--- src/design/assert_macros.svh ---
// ----------------------------------------------------------------------------
// assert_macros.svh
// Assertion helpers shared by the touch gesture classifier RTL.
// ----------------------------------------------------------------------------
`ifndef ASSERT_MACROS_SVH
`define ASSERT_MACROS_SVH

`ifndef SYNTHESIS

// Clocked check, disabled while reset is asserted (active low reset)
`define ASSERT_CLK(label, clk, rst_n, prop) \
    label: assert property (@(posedge clk) disable iff (!(rst_n)) (prop)) \
        else $error("assertion failed");

// Clocked check that also holds during reset
`define ASSERT_ALWAYS(label, clk, prop) \
    label: assert property (@(posedge clk) (prop)) \
        else $error("assertion failed");

`else

`define ASSERT_CLK(label, clk, rst_n, prop)
`define ASSERT_ALWAYS(label, clk, prop)

`endif

`endif

--- src/design/tgc_pkg.sv ---
// ----------------------------------------------------------------------------
// tgc_pkg
// Types, widths and constants of the touch gesture classifier.
// ----------------------------------------------------------------------------
package tgc_pkg;

    localparam int CoordW = 11;
    localparam int TimeW  = 32;
    localparam int ThrW   = 8;

    // Register map (word index)
    localparam logic REG_SCREEN_WIDTH  = 1'b0;
    localparam logic REG_SCREEN_HEIGHT = 1'b1;

    localparam logic [CoordW-1:0] WidthReset  = 11'd960;
    localparam logic [CoordW-1:0] HeightReset = 11'd540;

    // Classification limits
    localparam logic [TimeW-1:0]  LongPressMs = 32'd700;
    localparam logic [CoordW-1:0] TapSlopPx   = 11'd16;
    localparam logic [ThrW-1:0]   SwipeMinPx  = 8'd48;

    // floor(2n/25) as (2n * 5243) >> 17, exact for 2n < 4096
    localparam logic [12:0] ThrRecip = 13'd5243;
    localparam int          ThrShift = 17;

    typedef enum logic [1:0] {
        MODE_IDLE    = 2'd0,
        MODE_PRESS   = 2'd1,
        MODE_HOLD    = 2'd2,
        MODE_RELEASE = 2'd3
    } mode_t;

    typedef enum logic [2:0] {
        GEST_NONE  = 3'd0,
        GEST_TAP   = 3'd1,
        GEST_LONG  = 3'd2,
        GEST_LEFT  = 3'd3,
        GEST_UP    = 3'd4,
        GEST_DOWN  = 3'd5
    } gesture_t;

    typedef struct packed {
        logic              active;
        logic [CoordW-1:0] start_x;
        logic [CoordW-1:0] start_y;
        logic [CoordW-1:0] latest_x;
        logic [CoordW-1:0] latest_y;
        logic [TimeW-1:0]  start_time;
    } touch_state_t;

endpackage

--- src/design/touch_gesture_classifier.sv ---
// Path of a sample: input register, classify logic, result register.
// Throughput: one sample per cycle while m_ready is high; a stalled result holds both stages.
// Each accepted sample gives exactly one result item.
// Reset (aresetn low, synchronous) empties both stages, clears the touch state
// and loads screen size 960 x 540.
// ----------------------------------------------------------------------------
// touch_gesture_classifier
// Classifies touch samples into tap, long press and left/up/down swipes.
// ----------------------------------------------------------------------------
`include "assert_macros.svh"

module touch_gesture_classifier (
    input  logic                          aclk,
    input  logic                          aresetn,
    // configuration
    input  logic                          psel,
    input  logic                          penable,
    input  logic                          pwrite,
    input  logic [2:0]                    paddr,
    input  logic [31:0]                   pwdata,
    output logic [31:0]                   prdata,
    output logic                          pready,
    // sample input
    input  logic                          s_valid,
    output logic                          s_ready,
    input  logic [1:0]                    s_mode,
    input  logic [tgc_pkg::CoordW-1:0]    s_touch_x,
    input  logic [tgc_pkg::CoordW-1:0]    s_touch_y,
    input  logic [tgc_pkg::TimeW-1:0]     s_now_ms,
    // result output
    output logic                          m_valid,
    input  logic                          m_ready,
    output logic [2:0]                    m_gesture,
    output logic [tgc_pkg::CoordW-1:0]    m_event_x,
    output logic [tgc_pkg::CoordW-1:0]    m_event_y
);

    logic [tgc_pkg::ThrW-1:0]   swipe_thr;

    logic                       in_vld_reg;
    tgc_pkg::mode_t             mode_reg;
    logic [tgc_pkg::CoordW-1:0] tx_reg;
    logic [tgc_pkg::CoordW-1:0] ty_reg;
    logic [tgc_pkg::TimeW-1:0]  now_reg;

    tgc_pkg::touch_state_t      state_reg;
    tgc_pkg::touch_state_t      state_next;

    tgc_pkg::gesture_t          gest_next;
    logic [tgc_pkg::CoordW-1:0] ex_next;
    logic [tgc_pkg::CoordW-1:0] ey_next;

    logic                       out_vld_reg;
    tgc_pkg::gesture_t          gest_reg;
    logic [tgc_pkg::CoordW-1:0] ex_reg;
    logic [tgc_pkg::CoordW-1:0] ey_reg;

    logic                       advance;
    logic                       in_take;

    tgc_cfg_regs u_cfg (
        .aclk      (aclk),
        .aresetn   (aresetn),
        .psel      (psel),
        .penable   (penable),
        .pwrite    (pwrite),
        .paddr     (paddr),
        .pwdata    (pwdata),
        .prdata    (prdata),
        .pready    (pready),
        .swipe_thr (swipe_thr)
    );

    // Handshake: item moves from input register to result register
    assign advance = in_vld_reg && (!out_vld_reg || m_ready);
    assign s_ready = !in_vld_reg || advance;
    assign in_take = s_valid && s_ready;

    // Input register
    always_ff @(posedge aclk) begin
        if (!aresetn) begin
            in_vld_reg <= 1'b0;
        end else if (in_take) begin
            in_vld_reg <= 1'b1;
        end else if (advance) begin
            in_vld_reg <= 1'b0;
        end
    end

    always_ff @(posedge aclk) begin
        if (in_take) begin
            mode_reg <= tgc_pkg::mode_t'(s_mode);
            tx_reg   <= s_touch_x;
            ty_reg   <= s_touch_y;
            now_reg  <= s_now_ms;
        end
    end

    tgc_classify u_classify (
        .state      (state_reg),
        .mode       (mode_reg),
        .touch_x    (tx_reg),
        .touch_y    (ty_reg),
        .now_ms     (now_reg),
        .swipe_thr  (swipe_thr),
        .state_next (state_next),
        .gesture    (gest_next),
        .event_x    (ex_next),
        .event_y    (ey_next)
    );

    // Touch state
    always_ff @(posedge aclk) begin
        if (!aresetn) begin
            state_reg <= '0;
        end else if (advance) begin
            state_reg <= state_next;
        end
    end

    // Result register
    always_ff @(posedge aclk) begin
        if (!aresetn) begin
            out_vld_reg <= 1'b0;
        end else if (advance) begin
            out_vld_reg <= 1'b1;
        end else if (m_ready) begin
            out_vld_reg <= 1'b0;
        end
    end

    always_ff @(posedge aclk) begin
        if (advance) begin
            gest_reg <= gest_next;
            ex_reg   <= ex_next;
            ey_reg   <= ey_next;
        end
    end

    assign m_valid   = out_vld_reg;
    assign m_gesture = gest_reg;
    assign m_event_x = ex_reg;
    assign m_event_y = ey_reg;

    // Checks
    `ASSERT_CLK(a_none_zero_coords, aclk, aresetn,
        (out_vld_reg && gest_reg == tgc_pkg::GEST_NONE) |-> (ex_reg == '0 && ey_reg == '0))
    `ASSERT_CLK(a_non_release_none, aclk, aresetn,
        (advance && mode_reg != tgc_pkg::MODE_RELEASE) |=> (gest_reg == tgc_pkg::GEST_NONE))
    `ASSERT_CLK(a_release_ends_touch, aclk, aresetn,
        (advance && mode_reg == tgc_pkg::MODE_RELEASE) |=> !state_reg.active)
    `ASSERT_CLK(a_gesture_needs_touch, aclk, aresetn,
        (advance && !state_reg.active) |=> (gest_reg == tgc_pkg::GEST_NONE))
    `ASSERT_ALWAYS(a_ready_when_empty, aclk,
        (!in_vld_reg) |-> s_ready)

endmodule

--- src/design/tgc_cfg_regs.sv ---
// ----------------------------------------------------------------------------
// tgc_cfg_regs
// APB register file for screen size and the registered swipe threshold.
// ----------------------------------------------------------------------------
module tgc_cfg_regs (
    input  logic                          aclk,
    input  logic                          aresetn,
    input  logic                          psel,
    input  logic                          penable,
    input  logic                          pwrite,
    input  logic [2:0]                    paddr,
    input  logic [31:0]                   pwdata,
    output logic [31:0]                   prdata,
    output logic                          pready,
    output logic [tgc_pkg::ThrW-1:0]      swipe_thr
);

    logic [tgc_pkg::CoordW-1:0] width_reg;
    logic [tgc_pkg::CoordW-1:0] height_reg;
    logic [tgc_pkg::ThrW-1:0]   thr_reg;
    logic [tgc_pkg::ThrW-1:0]   thr_next;
    logic [tgc_pkg::CoordW-1:0] shorter;
    logic [24:0]                thr_prod;
    logic [tgc_pkg::ThrW-1:0]   thr_quot;
    logic                       wr_en;

    assign pready = 1'b1;
    assign wr_en  = psel & penable & pwrite;

    // Register writes; byte offset bits are ignored
    always_ff @(posedge aclk) begin
        if (!aresetn) begin
            width_reg  <= tgc_pkg::WidthReset;
            height_reg <= tgc_pkg::HeightReset;
        end else if (wr_en) begin
            if (paddr[2] == tgc_pkg::REG_SCREEN_WIDTH) begin
                width_reg <= pwdata[tgc_pkg::CoordW-1:0];
            end else begin
                height_reg <= pwdata[tgc_pkg::CoordW-1:0];
            end
        end
    end

    // Read mux
    always_comb begin
        if (paddr[2] == tgc_pkg::REG_SCREEN_WIDTH) begin
            prdata = {21'd0, width_reg};
        end else begin
            prdata = {21'd0, height_reg};
        end
    end

    // Threshold = max(48, floor(min(w, h) * 8 / 100))
    always_comb begin
        shorter  = (width_reg < height_reg) ? width_reg : height_reg;
        thr_prod = {13'd0, shorter, 1'b0} * {12'd0, tgc_pkg::ThrRecip};
        thr_quot = thr_prod[tgc_pkg::ThrShift +: tgc_pkg::ThrW];
        thr_next = (thr_quot < tgc_pkg::SwipeMinPx) ? tgc_pkg::SwipeMinPx : thr_quot;
    end

    always_ff @(posedge aclk) begin
        if (!aresetn) begin
            thr_reg <= tgc_pkg::SwipeMinPx;
        end else begin
            thr_reg <= thr_next;
        end
    end

    assign swipe_thr = thr_reg;

endmodule

--- src/design/tgc_classify.sv ---
// ----------------------------------------------------------------------------
// tgc_classify
// Touch state update and release classification for one sample.
// ----------------------------------------------------------------------------
module tgc_classify (
    input  tgc_pkg::touch_state_t         state,
    input  tgc_pkg::mode_t                mode,
    input  logic [tgc_pkg::CoordW-1:0]    touch_x,
    input  logic [tgc_pkg::CoordW-1:0]    touch_y,
    input  logic [tgc_pkg::TimeW-1:0]     now_ms,
    input  logic [tgc_pkg::ThrW-1:0]      swipe_thr,
    output tgc_pkg::touch_state_t         state_next,
    output tgc_pkg::gesture_t             gesture,
    output logic [tgc_pkg::CoordW-1:0]    event_x,
    output logic [tgc_pkg::CoordW-1:0]    event_y
);

    logic [tgc_pkg::CoordW:0]   dx;
    logic [tgc_pkg::CoordW:0]   dy;
    logic [tgc_pkg::CoordW-1:0] ax;
    logic [tgc_pkg::CoordW-1:0] ay;
    logic [tgc_pkg::CoordW-1:0] mx;
    logic [tgc_pkg::TimeW-1:0]  dur;
    logic [13:0]                ax4;
    logic [13:0]                ay4;
    logic [13:0]                ax5;
    logic [13:0]                ay5;
    logic                       small_move;
    logic                       is_long;
    logic                       horiz;
    logic                       vert;
    tgc_pkg::gesture_t          rel_gest;
    logic                       at_start;

    // Travel from start to latest point
    always_comb begin
        dx  = {1'b0, state.latest_x} - {1'b0, state.start_x};
        dy  = {1'b0, state.latest_y} - {1'b0, state.start_y};
        ax  = dx[tgc_pkg::CoordW] ? tgc_pkg::CoordW'(-dx) : dx[tgc_pkg::CoordW-1:0];
        ay  = dy[tgc_pkg::CoordW] ? tgc_pkg::CoordW'(-dy) : dy[tgc_pkg::CoordW-1:0];
        mx  = (ax > ay) ? ax : ay;
        dur = now_ms - state.start_time;
        ax4 = {1'b0, ax, 2'b00};
        ay4 = {1'b0, ay, 2'b00};
        ax5 = {1'b0, ax, 2'b00} + {3'd0, ax};
        ay5 = {1'b0, ay, 2'b00} + {3'd0, ay};
        small_move = (mx <= tgc_pkg::TapSlopPx);
        is_long    = (dur >= tgc_pkg::LongPressMs) && small_move;
        horiz      = (ax >= {3'd0, swipe_thr}) && (ax4 >= ay5);
        vert       = (ay >= {3'd0, swipe_thr}) && (ay4 >= ax5);
    end

    // Release priority: long press, horizontal, vertical, tap
    always_comb begin
        at_start = 1'b0;
        rel_gest = tgc_pkg::GEST_NONE;
        priority if (is_long) begin
            rel_gest = tgc_pkg::GEST_LONG;
            at_start = 1'b1;
        end else if (horiz) begin
            // right swipe is dropped
            rel_gest = dx[tgc_pkg::CoordW] ? tgc_pkg::GEST_LEFT : tgc_pkg::GEST_NONE;
        end else if (vert) begin
            rel_gest = dy[tgc_pkg::CoordW] ? tgc_pkg::GEST_UP : tgc_pkg::GEST_DOWN;
        end else if (small_move) begin
            rel_gest = tgc_pkg::GEST_TAP;
            at_start = 1'b1;
        end else begin
            rel_gest = tgc_pkg::GEST_NONE;
        end
    end

    // State update and result per mode
    always_comb begin
        state_next = state;
        gesture    = tgc_pkg::GEST_NONE;
        unique case (mode)
            tgc_pkg::MODE_PRESS: begin
                state_next.active     = 1'b1;
                state_next.start_x    = touch_x;
                state_next.start_y    = touch_y;
                state_next.latest_x   = touch_x;
                state_next.latest_y   = touch_y;
                state_next.start_time = now_ms;
            end
            tgc_pkg::MODE_HOLD: begin
                if (state.active) begin
                    state_next.latest_x = touch_x;
                    state_next.latest_y = touch_y;
                end
            end
            tgc_pkg::MODE_RELEASE: begin
                if (state.active) begin
                    state_next.active = 1'b0;
                    gesture           = rel_gest;
                end
            end
            default: begin
                state_next = state;
            end
        endcase
    end

    // No gesture reports the origin
    always_comb begin
        if (gesture == tgc_pkg::GEST_NONE) begin
            event_x = '0;
            event_y = '0;
        end else if (at_start) begin
            event_x = state.start_x;
            event_y = state.start_y;
        end else begin
            event_x = state.latest_x;
            event_y = state.latest_y;
        end
    end

endmodule
--- config.mk ---
export PLATFORM = sky130hd
export DESIGN_NAME = touch_gesture_classifier
export DESIGN_NICKNAME = d
export VERILOG_FILES = /design/src/design/tgc_pkg.sv /design/src/design/touch_gesture_classifier.sv /design/src/design/tgc_cfg_regs.sv /design/src/design/tgc_classify.sv
export VERILOG_INCLUDE_DIRS = /design/src /design/src/design
export SDC_FILE = /design/constraint.sdc
export NUM_CORES = 1
export LEC_CHECK = 0
export BUFFER_PORTS_ARGS = -buffer_cell sky130_fd_sc_hd__buf_2
export CORE_MARGIN = 1
export CORE_UTILIZATION = 25
export DETAILED_ROUTE_END_ITERATION = 16
export GPL_TIMING_DRIVEN = 0
export REMOVE_ABC_BUFFERS = 1
export SETUP_SLACK_MARGIN = 0.5
export SLEW_MARGIN = 25
export SYNTH_ARGS = -nofsm -noshare
export SYNTH_HDL_FRONTEND = slang
export SYNTH_SLANG_ARGS = --single-unit
--- constraint.sdc ---
create_clock -name aclk -period 20.5 [get_ports aclk]
set_input_delay 2.05 -clock aclk [delete_from_list [all_inputs] [get_ports aclk]]
set_output_delay 2.05 -clock aclk [all_outputs]
set_load 0.01 [all_outputs]
# Word-level counts from Yosys, hierarchy flattened
# Index checks and enable logic that the tools add are counted.
word_totals:
  in_bits: 98
  word_cells: 89
  output_inout_bits: 60
  regBits: 190
classes:
  eq_ne: 4
  n_mux: 26
  multipliers: 1
  bitwise_logic: 4
  n_lt_le_gt_ge: 9
  n_reduce_logical: 20
  add_sub_neg: 7
ops:
  columns: ["op", "count"]
  rows:
  - ["$mux W11", 7]
  - ["$pmux W22 S2", 1]
  - ["$ge A32 B10 Y1 const B", 1]
  - ["$sub A32 B32 Y32", 1]
  - ["$add A13 B11 Y14", 2]
  - ["$ge A13 B14 Y1", 2]
  - ["$mul A11 B13 Y24 const B", 1]
  - ["$sub A11 B11 Y12", 2]
  - ["$ge A11 B8 Y1", 2]
  - ["$mux W22", 1]
  - ["$neg A11 Y11", 2]
  - ["$mux W3", 5]
  - ["$gt A11 B11 Y1", 1]
  - ["$le A11 B5 Y1 const B", 1]
  - ["$lt A11 B11 Y1", 1]
  - ["$mux W1", 10]
  - ["$lt A8 B6 Y1 const B", 1]
  - ["$reduce_and A2 Y1", 4]
  - ["$reduce_bool A2 Y1", 4]
  - ["$logic_and A1 B1 Y1", 5]
  - ["$eq A2 B2 Y1 const B", 2]
  - ["$logic_not A3 Y1", 1]
  - ["$reduce_and A3 Y1", 1]
  - ["$and A1 B1 Y1", 2]
  - ["8 further kinds", 11]

# Longest topological paths before layout
logic_depth:
  word_depth: 13
  mapped_depth: 35
  ltp_nobuf: 34

# By module
# Synthesis repeated with hierarchy kept, for this count alone.
unflattened:
  cells_unflattened: 2016
  area_unflattened_um2: 17399.2
by_module_without_submodules:
  columns: ["module", "cells_per_inst", "instances", "area_per_inst_um2", "seq_area_each_um2"]
  rows:
  - ["tgc_classify", 1071, 1, 7398.3, 0.0]
  - ["touch_gesture_classifier", 424, 1, 5567.8, 4013.8]
  - ["tgc_cfg_regs", 521, 1, 4433.0, 600.6]

# Worst setup path after synthesis
# No wires, ideal clock.
synth_path:
  path_kind: "register -> register"
  start: "reg u_cfg.height_reg[1] (netlist name)"
  end: "reg u_cfg.thr_reg (netlist bit u_cfg.swipe_thr[0])"
  arrival_ns: 7.332
  setup_slack_ns: 13.052
  n_path_buf: 1
  required_time_ns: 20.384
  setup_ns: 0.116
  synth_period_minus_slack_ns: 7.448
  path_stages_with_launch: 32
  path_cell_list: "dfxtp_1 -> inv_1 -> ha_1 -> a21o_1 -> a21o_1 -> a21o_1 -> a21o_1 -> a21o_1 -> a21o_1 -> a21o_1 -> a21o_1 -> a21o_1 -> a21o_1 -> clkbuf_1 -> mux2i_1 -> fa_1 -> fa_1 -> fa_1 -> fa_1 -> inv_1 -> fa_1 -> ha_1 -> o21ai_0 -> a21oi_1 -> nand3_1 -> o2111ai_1 -> nand2_1 -> o2111ai_1 -> a21oi_1 -> xor2_1 -> a211o_1 -> and3_1"
synth_via:
  elab_chain_cells: 5
synth_lines:
  columns: ["element", "line", "rtl"]
  rows:
  - ["from (decl)", "tgc_cfg_regs.sv:19", "logic [tgc_pkg::CoordW-1:0] height_reg;"]
  - ["from (signal assigned)", "tgc_cfg_regs.sv:34", "height_reg <= tgc_pkg::HeightReset;"]
  - ["from (signal assigned)", "tgc_cfg_regs.sv:39", "height_reg <= pwdata[tgc_pkg::CoordW-1:0];"]
  - ["$lt A11 B11 Y1", "tgc_cfg_regs.sv:55", "shorter = (width_reg < height_reg) ? width_reg : height_reg;"]
  - ["$mux W11 (*)", "tgc_cfg_regs.sv:55", null]
  - ["$mul A11 B13 Y24 (*)", "tgc_cfg_regs.sv:56", "thr_prod = {13'd0, shorter, 1'b0} * {12'd0, tgc_pkg::ThrRecip};"]
  - ["$lt A8 B6 Y1", "tgc_cfg_regs.sv:58", "thr_next = (thr_quot < tgc_pkg::SwipeMinPx) ? tgc_pkg::SwipeMinPx : thr_quot;"]
  - ["$reduce_or A2 Y1 (no source line)", null, null]
  - ["to (signal assigned)", "tgc_cfg_regs.sv:63", "thr_reg <= tgc_pkg::SwipeMinPx;"]
  - ["to (signal assigned)", "tgc_cfg_regs.sv:65", "thr_reg <= thr_next;"]
  - ["to (decl)", "tgc_cfg_regs.sv:20", "logic [tgc_pkg::ThrW-1:0] thr_reg;"]
# Every way passes the cells marked *; elsewhere a longest branch is shown, timed or not.
# A chain may end at the register's enable or synchronous reset.

# Worst setup path in the final report
layout_path:
  start: "reg u_cfg.height_reg[1] (netlist name)"
  end: "reg u_cfg.thr_reg (netlist bit u_cfg.swipe_thr[3])"
# Same word-level chain as after synthesis.

==> flow_metrics.env <==
export IMPL_tightest_slew_ns=0.955
export IMPL_worst_ep_required_time_ns=20.88
export IMPL_muxShareOfSynthArea=0.0407
export IMPL_synth_top_area_frac=0.159
export IMPL_die_w_um=256
export IMPL_hpwl_um=31500
export IMPL_cts_sinks=190
export IMPL_ant_nets=0
export IMPL_post_route_period_util=0.401
export IMPL_synthTopCellsByArea="ha_1 16%, edfxtp_1 15%, dfxtp_1 13%"
export IMPL_rows=92
export IMPL_synth_simple_area_share=0.154
export IMPL_synth_compound_area_frac=0.191
export IMPL_cts_resized=0
export IMPL_dieArea_um2=65700
export IMPL_nets=2202
export IMPL_cap_violations=0
export IMPL_drive_above_1_share=0.124
export IMPL_synth_edf_count=81
export IMPL_post_cts_buffers=0
export IMPL_relSlewSlack=0.359
export IMPL_yosysWarningCount=0
export IMPL_grt_ovfl_total=0
export IMPL_synth_cell_area_um2=16200
export IMPL_critPathMostFrequentCell="a21o_1"
export IMPL_grt_antenna_before_repair=1
export IMPL_antenna_cells=0
export IMPL_rsz0062_at_grt="false"
export IMPL_grt_max_degree=81
export IMPL_grt_pass1_vias=12700
export IMPL_cts_buffers=17
export IMPL_via_per_inst=4.69
export IMPL_cpPeakStageDelay_ns=0.57
export IMPL_finalMaxSlewViolations=0
export IMPL_cp_start_kind="flip-flop"
export IMPL_initial_utilization=0.255
export IMPL_grt_pass1_wl_um=66000
export IMPL_drc=0
export IMPL_nFillCells=6727
export IMPL_synth_flop_cell="dfxtp_1"
export IMPL_synth_top_area_cell="ha_1"
export IMPL_htreeDepth=4
export IMPL_synth_common_cells="205 x ha_1, 193 x nand2_1, 190 x inv_1"
export IMPL_holdWs_ns=0.463
export IMPL_fmax_mhz=122
export IMPL_synth_xor_area_frac=0.0398
export IMPL_synthArstFlopShare=0
export IMPL_cp_max_fo=21
export IMPL_worstPathArrival_ns=8.60
export IMPL_ys_seq_area_frac=0.285
export IMPL_grtUsageTotal=0.124
export IMPL_yosys_area_share_adder=0.215
export IMPL_hold_class="reg2reg"
export IMPL_io_pins=158
export IMPL_port_buffers=112
export IMPL_status="complete, no violations"
export IMPL_fin_skew_ns=0.0174
export IMPL_worstSkewPairLatency_ns=0.49
export IMPL_critPathKind="reg2reg"
export IMPL_synth_most_common_cell="ha_1"
export IMPL_wirelength_um=40400
export IMPL_cts_hold_buf=0
export IMPL_area_growth_pct=12.4
export IMPL_power_density_nw_per_um2=101
export IMPL_yosysUniqueCellTypes=99
export IMPL_wl_per_cell_um=14.9
export IMPL_endpoint_kind="flip-flop"
export IMPL_cts_tree="done"
export IMPL_cp_slowest_cell="fa_1"
export IMPL_p_leak_uw=0.00773
export IMPL_tns_ns=0
export IMPL_clk_path_buf_depth=2
export IMPL_largest_register_ffs=77
export IMPL_synth_top_family_by_area="adder cells"
export IMPL_die_h_um=256
export IMPL_drt_pre_antenna_iters=5
export IMPL_timing_final_crit_period_ns=8.22
export IMPL_vdd_ir_drop_max_uv=94.4
export IMPL_syn_avg_cell_area_um2=9.10
export IMPL_clk_pin_slew_worst_paths_ns=0.08
export IMPL_synthCells=1777
export IMPL_drt_iter0_markers=759
export IMPL_root_buffer="clkbuf_16"
export IMPL_hold_viol_final=0
export IMPL_core_um2=63500
export IMPL_routabilityCongestion=0.920
export IMPL_vias=12700
export IMPL_setup_viol=0
export IMPL_ys_ff_latch=190
placed cells by master, fill, tap and decap left out, drive strengths merged, types with 45 or more instances in the layout:
cell type	count
nand2	193
edfxtp	81
o21ai	71
fa	45
dfxtp	109
a21oi	96
inv	197
a21boi	72
nor2	71
ha	205
buf	119
a21o	48
layout make-up:
| cell class | count | area [um^2] | share of cell area |
|---|---|---|---|
| flip-flops and latches | 190 | 4610 | 0.254 |
| clock buffers | 19 | 433 | 0.0238 |
| inverters | 191 | 717 | 0.0394 |
| well taps | 846 | 1060 | 0.0582 |
| multi-input cells | 1335 | 10500 | 0.576 |
| repair buffers | 119 | 708 | 0.0390 |
| clock inverters | 13 | 178 | 0.00977 |
worst max-delay path: cells and delay by family, from the launching register on:
family / cells / cell delay [ns]
compound gates: 15 / 3.21
xor+xnor: 1 / 0.16
fa+ha+maj: 7 / 3.10
buf+inv: 3 / 0.19
flops: 1 / 0.43
mux: 1 / 0.47
simple gates: 4 / 0.57
path summary, 6_finish.rpt:
path / depth (start not counted) / endpoint / slack, ns / start
worst min-delay path: 2 / state_reg[21] / 0.46 / state_reg[21]
worst max register to register: 31 / u_cfg.swipe_thr[3] / 12.28 / u_cfg.height_reg[1]
worst min register to register: 2 / state_reg[21] / 0.46 / state_reg[21]
worst max-delay path: 31 / u_cfg.swipe_thr[3] / 12.28 / u_cfg.height_reg[1]
through the flow:
step | cells | util | instance area (um^2) | power [uW] | worst slack (ns)
floorplan | 1716 | - | 15800 | 1240 | 12.97
global placement | 2674 | 0.274 | 17400 | 1450 | 12.24
detailed placement | 2681 | 0.276 | 17600 | 1490 | 12.22
CTS | 2713 | 0.286 | 18200 | 1860 | 12.21
global route | 2713 | 0.286 | 18200 | 2020 | 11.70
finish | 2713 | 0.286 | 18200 | 1840 | 12.28
metal layers:
| layer | global-route usage | up-vias | wire [um] |
|---|---|---|---|
| met2 | 0.207 | 225 | 19000 |
| met5 | 0 | - | 0 |
| met4 | 0.0437 | 0 | 725 |
| met3 | 0.0257 | 39 | 1770 |
| li1 | - | 6394 | - |
| met1 | 0.158 | 6077 | 19000 |
where the power goes:
group	switching, uW	total [uW]	internal, uW
registers	9.35	421	412
clock network	159	354	195
logic	614	1070	452
cells by family (layout without fill, tap and decap cells):
family	after synthesis	after routing
flops	190	190
compound gates	434	434
mux	63	63
simple gates	495	495
xor+xnor	70	70
buf+inv	272	342
fa+ha+maj	251	251
other cells	2	22
Power figures use the tool's default switching activity.
